`src/hdl/atdlp_pkg.sv`:
```
// Shared types, character codes and helpers for the temperature/depth line parser.
package atdlp_pkg;

  localparam int MAX_LINE_DEF = 20;

  localparam int IN_TDATA_W  = 8;
  localparam int TEMP_W      = 18;
  localparam int DEPTH_W     = 15;
  localparam int OUT_TDATA_W = 40;
  localparam int OUT_TUSER_W = 2;
  localparam int ACC_W       = 17;
  localparam int MC_W        = 3;
  localparam int CSE_W       = 3;

  localparam logic [7:0] CHAR_T     = 8'h54;
  localparam logic [7:0] CHAR_DOT   = 8'h2E;
  localparam logic [7:0] CHAR_EQ    = 8'h3D;
  localparam logic [7:0] CHAR_MINUS = 8'h2D;
  localparam logic [7:0] CHAR_NL    = 8'h0A;
  localparam logic [7:0] CHAR_ZERO  = 8'h30;
  localparam logic [7:0] CHAR_NINE  = 8'h39;

  localparam logic [MC_W-1:0]  MC_MAX    = 3'd7;
  localparam logic [MC_W-1:0]  MC_T_OPEN = 3'd1;
  localparam logic [MC_W-1:0]  MC_T_DOT  = 3'd2;
  localparam logic [MC_W-1:0]  MC_D_OPEN = 3'd3;
  localparam logic [MC_W-1:0]  MC_D_DOT  = 3'd4;
  localparam logic [CSE_W-1:0] CSE_MAX   = 3'd4;

  typedef struct packed {
    logic signed [TEMP_W-1:0]  temperature_centi;
    logic signed [DEPTH_W-1:0] depth_centi;
    logic                      temperature_updated;
    logic                      depth_updated;
  } res_t;

  function automatic logic is_digit(input logic [7:0] b);
    return (b >= CHAR_ZERO) && (b <= CHAR_NINE);
  endfunction

  function automatic logic [ACC_W-1:0] mul10_add(input logic [ACC_W-1:0] acc,
                                                 input logic [7:0] b);
    logic [ACC_W-1:0] d;
    d = {{(ACC_W-4){1'b0}}, b[3:0]};
    return (acc << 3) + (acc << 1) + d;
  endfunction

endpackage

```
`src/hdl/atdlp_in_stage.sv`:
```
// Input register holding one received byte until the parser takes it.
module atdlp_in_stage
  import atdlp_pkg::*;
(
  input  logic                  clk,
  input  logic                  rst_n,
  input  logic                  in_tvalid,
  output logic                  in_tready,
  input  logic [IN_TDATA_W-1:0] in_tdata,
  input  logic                  step_en,
  output logic                  byte_valid,
  output logic [7:0]            byte_q
);

  logic       valid_r, valid_nxt;
  logic [7:0] byte_r;
  logic       accept;

  assign in_tready  = !valid_r || step_en;
  assign accept     = in_tvalid && in_tready;
  assign byte_valid = valid_r;
  assign byte_q     = byte_r;

  always_comb begin
    valid_nxt = valid_r;
    if (accept) begin
      valid_nxt = 1'b1;
    end else if (step_en) begin
      valid_nxt = 1'b0;
    end
  end

  always_ff @(posedge clk) begin
    if (!rst_n) begin
      valid_r <= 1'b0;
    end else begin
      valid_r <= valid_nxt;
    end
  end

  always_ff @(posedge clk) begin
    if (accept) begin
      byte_r <= in_tdata[7:0];
    end
  end

endmodule

```
`src/hdl/atdlp_core.sv`:
```
// Line and field parser state with its update for each byte.
module atdlp_core
  import atdlp_pkg::*;
#(
  parameter int MAX_LINE = MAX_LINE_DEF
) (
  input  logic       clk,
  input  logic       rst_n,
  input  logic       byte_valid,
  input  logic [7:0] byte_q,
  input  logic       step_en,
  output logic       emit,
  output res_t       res
);

  localparam int LEN_W = $clog2(MAX_LINE + 1);
  localparam logic [LEN_W-1:0] LEN_MAX = LEN_W'(MAX_LINE);

  logic                      in_line_r, in_line_nxt;
  logic [LEN_W-1:0]          len_r, len_nxt;
  logic [MC_W-1:0]           mc_r, mc_nxt;
  logic [CSE_W-1:0]          cse_r, cse_nxt;
  logic                      minus_r, minus_nxt;
  logic [ACC_W-1:0]          acc_r, acc_nxt;
  logic                      bad_r, bad_nxt;
  logic signed [TEMP_W-1:0]  held_t_r, held_t_nxt;
  logic signed [DEPTH_W-1:0] held_d_r, held_d_nxt;
  logic signed [TEMP_W-1:0]  pend_t_r, pend_t_nxt;
  logic signed [DEPTH_W-1:0] pend_d_r, pend_d_nxt;
  logic                      tr_r, tr_nxt;
  logic                      dr_r, dr_nxt;

  logic                      dig;
  logic                      len_ok;
  logic [MC_W-1:0]           mc_inc;
  logic [ACC_W-1:0]          acc_mac;
  logic                      field_ok;
  logic signed [TEMP_W-1:0]  frac_val;

  assign dig     = is_digit(byte_q);
  assign len_ok  = len_r < LEN_MAX;
  assign mc_inc  = (mc_r == MC_MAX) ? mc_r : mc_r + MC_W'(1);
  assign acc_mac = mul10_add(acc_r, byte_q);
  assign emit    = byte_valid && in_line_r && len_ok && (byte_q == CHAR_NL);

  always_comb begin
    field_ok = ((cse_r == CSE_W'(1)) && !minus_r) || (cse_r == CSE_W'(2)) ||
               ((cse_r == CSE_W'(3)) && !minus_r && (mc_inc == MC_T_DOT));
    frac_val = minus_r ? -$signed({1'b0, acc_mac}) : $signed({1'b0, acc_mac});
  end

  always_comb begin
    in_line_nxt = in_line_r;
    len_nxt     = len_r;
    mc_nxt      = mc_r;
    cse_nxt     = cse_r;
    minus_nxt   = minus_r;
    acc_nxt     = acc_r;
    bad_nxt     = bad_r;
    held_t_nxt  = held_t_r;
    held_d_nxt  = held_d_r;
    pend_t_nxt  = pend_t_r;
    pend_d_nxt  = pend_d_r;
    tr_nxt      = tr_r;
    dr_nxt      = dr_r;
    if (step_en) begin
      priority if (!in_line_r) begin
        if (byte_q == CHAR_T) begin
          in_line_nxt = 1'b1;
          len_nxt     = LEN_W'(1);
          mc_nxt      = '0;
          cse_nxt     = '0;
          minus_nxt   = 1'b0;
          acc_nxt     = '0;
          bad_nxt     = 1'b0;
          tr_nxt      = 1'b0;
          dr_nxt      = 1'b0;
        end
      end else if (!len_ok) begin
        in_line_nxt = 1'b0;
      end else if (byte_q == CHAR_NL) begin
        len_nxt     = len_r + LEN_W'(1);
        in_line_nxt = 1'b0;
        if (tr_r) begin
          held_t_nxt = pend_t_r;
        end
        if (dr_r) begin
          held_d_nxt = pend_d_r;
        end
      end else if ((byte_q == CHAR_EQ) || (byte_q == CHAR_DOT)) begin
        len_nxt = len_r + LEN_W'(1);
        mc_nxt  = mc_inc;
        if ((mc_inc == MC_T_OPEN) || (mc_inc == MC_D_OPEN)) begin
          cse_nxt   = '0;
          minus_nxt = 1'b0;
          acc_nxt   = '0;
          bad_nxt   = 1'b0;
        end else if ((mc_inc == MC_T_DOT) || (mc_inc == MC_D_DOT)) begin
          if (!field_ok) begin
            bad_nxt = 1'b1;
          end
          cse_nxt = '0;
        end
      end else begin
        len_nxt = len_r + LEN_W'(1);
        if ((mc_r == MC_T_OPEN) || (mc_r == MC_D_OPEN)) begin
          priority if ((cse_r == '0) && (byte_q == CHAR_MINUS)) begin
            minus_nxt = 1'b1;
          end else if (dig) begin
            if (cse_r < CSE_W'(3)) begin
              acc_nxt = acc_mac;
            end
          end else begin
            bad_nxt = 1'b1;
          end
          if (cse_r < CSE_MAX) begin
            cse_nxt = cse_r + CSE_W'(1);
          end
        end else if ((mc_r == MC_T_DOT) || (mc_r == MC_D_DOT)) begin
          if (cse_r < CSE_W'(2)) begin
            acc_nxt = acc_mac;
            bad_nxt = bad_r || !dig;
            cse_nxt = cse_r + CSE_W'(1);
            if ((cse_r == CSE_W'(1)) && !bad_r && dig) begin
              if (mc_r == MC_T_DOT) begin
                pend_t_nxt = frac_val;
                tr_nxt     = 1'b1;
              end else begin
                pend_d_nxt = frac_val[DEPTH_W-1:0];
                dr_nxt     = 1'b1;
              end
            end
          end
        end
      end
    end
  end

  always_ff @(posedge clk) begin
    if (!rst_n) begin
      in_line_r <= 1'b0;
      len_r     <= '0;
      mc_r      <= '0;
      cse_r     <= '0;
      minus_r   <= 1'b0;
      acc_r     <= '0;
      bad_r     <= 1'b0;
      held_t_r  <= '0;
      held_d_r  <= '0;
      pend_t_r  <= '0;
      pend_d_r  <= '0;
      tr_r      <= 1'b0;
      dr_r      <= 1'b0;
    end else begin
      in_line_r <= in_line_nxt;
      len_r     <= len_nxt;
      mc_r      <= mc_nxt;
      cse_r     <= cse_nxt;
      minus_r   <= minus_nxt;
      acc_r     <= acc_nxt;
      bad_r     <= bad_nxt;
      held_t_r  <= held_t_nxt;
      held_d_r  <= held_d_nxt;
      pend_t_r  <= pend_t_nxt;
      pend_d_r  <= pend_d_nxt;
      tr_r      <= tr_nxt;
      dr_r      <= dr_nxt;
    end
  end

  always_comb begin
    res.temperature_centi   = held_t_nxt;
    res.depth_centi         = held_d_nxt;
    res.temperature_updated = tr_r;
    res.depth_updated       = dr_r;
  end

endmodule

```
`src/hdl/atdlp_out_stage.sv`:
```
// Result register that holds one parsed line result until it is taken.
module atdlp_out_stage
  import atdlp_pkg::*;
(
  input  logic                   clk,
  input  logic                   rst_n,
  input  logic                   load,
  input  res_t                   res,
  output logic                   free,
  output logic                   out_tvalid,
  input  logic                   out_tready,
  output logic [OUT_TDATA_W-1:0] out_tdata,
  output logic [OUT_TUSER_W-1:0] out_tuser
);

  logic valid_r, valid_nxt;
  res_t res_r;

  assign free       = !valid_r || out_tready;
  assign out_tvalid = valid_r;
  assign out_tdata  = {{(OUT_TDATA_W-TEMP_W-DEPTH_W){1'b0}},
                       res_r.depth_centi, res_r.temperature_centi};
  assign out_tuser  = {res_r.depth_updated, res_r.temperature_updated};

  always_comb begin
    valid_nxt = valid_r;
    if (load) begin
      valid_nxt = 1'b1;
    end else if (out_tready) begin
      valid_nxt = 1'b0;
    end
  end

  always_ff @(posedge clk) begin
    if (!rst_n) begin
      valid_r <= 1'b0;
    end else begin
      valid_r <= valid_nxt;
    end
  end

  always_ff @(posedge clk) begin
    if (load) begin
      res_r <= res;
    end
  end

endmodule

```
`src/hdl/ascii_temp_depth_line_parser.sv`:
```
// Top level of the ASCII temperature/depth line parser.
// A newline item is taken into the input register, and its result is then loaded into the output register.
// Throughput: 1 item per cycle; only a newline item waits, while the output holds a result.
// Other bytes keep flowing while a result waits to be taken.
// Reset: synchronous, active low; clears line state, held values and both valid flags.
module ascii_temp_depth_line_parser
  import atdlp_pkg::*;
#(
  parameter int MAX_LINE = MAX_LINE_DEF
) (
  input  logic                   clk,
  input  logic                   rst_n,
  input  logic                   in_tvalid,
  output logic                   in_tready,
  input  logic [IN_TDATA_W-1:0]  in_tdata,   // [7:0] rx_byte
  output logic                   out_tvalid,
  input  logic                   out_tready,
  output logic [OUT_TDATA_W-1:0] out_tdata,  // [17:0] temperature_centi, [32:18] depth_centi
  output logic [OUT_TUSER_W-1:0] out_tuser   // [0] temperature_updated, [1] depth_updated
);

  logic       byte_valid;
  logic [7:0] byte_q;
  logic       step_en;
  logic       emit;
  logic       free;
  res_t       res;

  assign step_en = byte_valid && (!emit || free);

  atdlp_in_stage u_in (
    .clk        (clk),
    .rst_n      (rst_n),
    .in_tvalid  (in_tvalid),
    .in_tready  (in_tready),
    .in_tdata   (in_tdata),
    .step_en    (step_en),
    .byte_valid (byte_valid),
    .byte_q     (byte_q)
  );

  atdlp_core #(
    .MAX_LINE (MAX_LINE)
  ) u_core (
    .clk        (clk),
    .rst_n      (rst_n),
    .byte_valid (byte_valid),
    .byte_q     (byte_q),
    .step_en    (step_en),
    .emit       (emit),
    .res        (res)
  );

  atdlp_out_stage u_out (
    .clk        (clk),
    .rst_n      (rst_n),
    .load       (step_en && emit),
    .res        (res),
    .free       (free),
    .out_tvalid (out_tvalid),
    .out_tready (out_tready),
    .out_tdata  (out_tdata),
    .out_tuser  (out_tuser)
  );

endmodule

```
`config.mk`:
```
export PLATFORM = sky130hd
export DESIGN_NAME = ascii_temp_depth_line_parser
export DESIGN_NICKNAME = d
export VERILOG_FILES = /design/src/hdl/atdlp_pkg.sv /design/src/hdl/atdlp_in_stage.sv /design/src/hdl/atdlp_core.sv /design/src/hdl/atdlp_out_stage.sv /design/src/hdl/ascii_temp_depth_line_parser.sv
export SDC_FILE = /design/constraint.sdc
export NUM_CORES = 1
export LEC_CHECK = 0
export BUFFER_PORTS_ARGS = -buffer_cell sky130_fd_sc_hd__clkbuf_2
export CORE_ASPECT_RATIO = 1.4
export CORE_MARGIN = 2
export CORE_UTILIZATION = 60
export DETAILED_ROUTE_END_ITERATION = 6
export GPL_ROUTABILITY_DRIVEN = 0
export PLACE_DENSITY = 0.82
export SYNTH_ARGS = -nofsm -noshare
export SYNTH_HDL_FRONTEND = slang
export SYNTH_SLANG_ARGS = --single-unit
```
`constraint.sdc`:
```
create_clock -name clk -period 4.92 [get_ports clk]
set_input_delay 0.492 -clock clk [delete_from_list [all_inputs] [get_ports clk]]
set_output_delay 0.492 -clock clk [all_outputs]
set_load 0.03 [all_outputs]
```
==> impl_results.md <==
- Top cells by area, synth: dfxtp_1 28%, edfxtp_1 18%, nand2_1 7.7%
- Prevailing post-synth register cell: dfxtp_1
- Root Buffer: clkbuf_16
- DR WL/cell: 16.2 um
- Static Leakage: ~3.3 nW
- Final Total Pwr: between 2 and 2.5 mW
- Post-CTS Resized: 0
- Die Height: 132 um
- Final worst clock skew: 8.88 ps
- Post-Syn Area: roughly 0.0070 mm^2
- Critical path data required time: between 5000 and 6000 ps
- Io pins: 56
- WL final: roughly 16,000 um
- Detail Route Antenna Nets: 0
- Critical-path top delay cell: fa_1
- Row count: 46
- Largest family of logic cells by synthesized area: simple AND/OR/NAND/NOR gates
- Setup_tns: 0 ps
- Sinks on Clock Net: 143
- Hold Startpoint: in_tdata[0]
- Vias in the first global route: 5,752
- First-pass GRT wire length: approximately 26,000 um
- Bufs and invs on worst path: 2
- Post-synth EDFFs: 43
- Skew-Pair Late Insertion Delay: 430 ps
- Startpoint types: register
- Tcrit/Tclk final: 0.820
- Syn Inst Count: about 780
- IO Port Bufs: 48
- Inserted Clock Buffers: 17
- Status: finished clean
- Sequential share of the synthesized area: 0.468
- RSZ-0062 raised after global routing: false
- Core Box Area: ~0.011 mm^2
- Vias per cell: between 6 and 7
- Worst hold slack: roughly 240 ps
- Tmin final: 4030 ps
- CP dominant cell by count: inv_1
- Clock transition at path regs: 60 ps
- Area after DPL: ~0.0073 mm^2
- Max-slew headroom: 0.302
- Die area: 0.0126 mm^2
- Number of max-cap violations: 0
- Crit Path Max Fanout: 9
- ANT cells: 0
- Yosys reg bits: 143
- # H-tree levels: 4
- Post-route DRC: 0
- Critical Path, Cell by Cell: inv_1, fa_1, inv_1, ha_1, a211oi_4, o21ai_2, xor2_2, or4_1, or4b_4, nor4_4, or3_1, nand3_1
- Xor/xnor cell area share of the yosys netlist: 0.0285
- R2R Path End: u_core.pend_t_r[15]$_SDFFE_PN0P_
- Post-Synth Adder-Cell Area: 0.0750
- DRT Pass-1 Iters: 5
- CTS tree: yes
- Mux cell area share after synthesis: 0.0103
- Leading area contributor after synthesis: dfxtp_1
- Kind of critical path: register to register
- Layout cells sized above 1: 0.121
- RR Startpoint: u_in.byte_q[3]$_DFFE_PP_
- DRT iter0 DRCs: 453
- Hold Violations, Final: 0
- Area delta synth->final: 12.3%
- Max incr delay on CP: 600 ps
- Hold Path Depth: 1
- Post-DP HPWL: 10,900 um
- Hold EP: u_in.byte_q[0]$_DFFE_PP_
- Ys async rst share: 0
- Crit path launch: u_in.byte_q[3]$_DFFE_PP_
- CP top delay family: simple AND/OR/NAND/NOR gates
- Simple-gate share of the synthesized area: 0.212
- Design area: about 0.0079 mm^2
- Syn. warnings: 0
- Setup violators final: 0
- Tightest Pin Transition: 1040 ps
- Worst vdd rail ir drop: 0.000257 V
- Post-CTS Repair Setup Buffers: 0
- Largest net degree at the start of global routing: between 50 and 60
- Register-to-register setup slack: between 800 and 900 ps
- GRT overflow: 0
- Antenna violations before repair: 0
- Layout Nets: roughly 870
- Routed vias: 5,975
- Area share of the largest cell type after synthesis: 0.285
- Cts-stage hold buffer count: 0
- Worst Reg-to-Reg Cells: 12
- Worst Path Arrival: roughly 4300 ps
- Final Util: 0.693
- Final Slew Violations: 0
- Nature of the critical path endpoint: register
- Syn avg cell area: 8.99 um^2
- Starting density of the core: 0.617
- Hold crit path type: primary input to register
- Synth Area in Compound Gates: 0.167
- Synth cell types: 70
- Fmax: 248 MHz
- Power density over the cells: roughly 310 mW/mm^2
- Die W: approximately 96 um
- Clock Path Buffers: 2
- All-Layer GR Usage: 0.258
-- registers in the layout, summed over array words and instances (netlist names), 5 cells and up --
register         cells
u_core.pend_d_r     15
u_core.held_t_r     18
u_out.out_tdata     33
u_core.len_r         5
u_in.byte_q          8
u_core.pend_t_r     18
u_core.held_d_r     15
u_core.acc_r        16
-- worst register-to-register path, delay by kind of cell, from the launching register on --
family                   cells  cell delay (ps)
AO/OA/AOI/OAI                2              470
XOR/XNOR                     1              190
flip-flops                   1              500
buffers and inverters        2              190
AND/OR/NAND/NOR              5             1660
adder cells (fa/ha/maj)      2              920
-- how the worst max path moves through the flow --
stage | to | slack [ps] | cells past startpoint
floorplan | u_out.out_tdata[0]$_DFFE_PP_ | 900 | 4
global placement | u_core.pend_t_r[15]$_SDFFE_PN0P_ | 1020 | 12
detailed placement | u_core.pend_t_r[15]$_SDFFE_PN0P_ | 910 | 12
CTS | u_core.pend_t_r[15]$_SDFFE_PN0P_ | 880 | 12
global route | u_core.pend_t_r[16]$_SDFFE_PN0P_ | 610 | 12
finish | u_core.pend_t_r[15]$_SDFFE_PN0P_ | 890 | 12
-- power breakdown --
part	leakage [nW]	switching (mW)	internal, mW
clock network	0.267	0.540	0.661
registers	1.27	0.00895	1.21
logic	1.75	0.0397	0.0159
-- kinds of logic after synthesis --
| family | count (synthesis) |
|---|---|
| AOI/OAI and AO/OA | 183 |
| xor gates and xnor gates | 22 |
| DFF | 143 |
| adders and majority gates | 41 |
| and+or+nand+nor | 321 |
| other | 1 |
| buffers and inverters | 65 |
| muxes | 7 |
-- final cells by class --
cell class | instances | area [um^2]
multi-input cells | 581 | 3500
flip-flops and latches | 143 | 3290
well taps | 144 | 180
clock inverters | 14 | 121
repair buffers | 54 | 285
fillers | 850 | 3500
clock buffers | 18 | 429
inverters | 23 | 86.3
-- layer usage --
metal  GRT usage  share of wire
met5           0              0
met4       0.129          0.037
met3      0.0526          0.063
met2       0.435           0.51
met1       0.305           0.39
-- cells in the final DEF (no fill, tap or decap), drive strengths merged, types with 10 or more instances in the layout --
cell type    n
a31oi       10
nor2        69
nor3        12
a21oi       75
inv         31
a211oi      24
and2        10
nand3       30
clkbuf      66
ha          39
o21ai       23
nand2      145
dfxtp      100
xor2        14
edfxtp      43
-- per-stage QoR --
step           instances  setup WS [ps]
2_1_floorplan        789            898
3_3_place_gp         945           1020
3_5_place_dp         945            906
4_1_cts              977            884
5_1_grt              977            608
6_report             977            885
-- Yosys cell counts (6+ instances only) --
cell type and number:
inv_1 23, a211oi_1 23, and2_1 10, a31oi_1 10, nand3_1 30, edfxtp_1 43, dfxtp_1 100, nand2b_1 6
nand2_1 145, buf_4 7, a21o_1 7, clkbuf_1 32, nor3_1 11, xnor2_1 8, nand4_1 8, nor2_1 69
o21ai_0 20, ha_1 39, o31ai_1 6, a21oi_1 74, xor2_1 13
(Power assumes the default switching activity.)
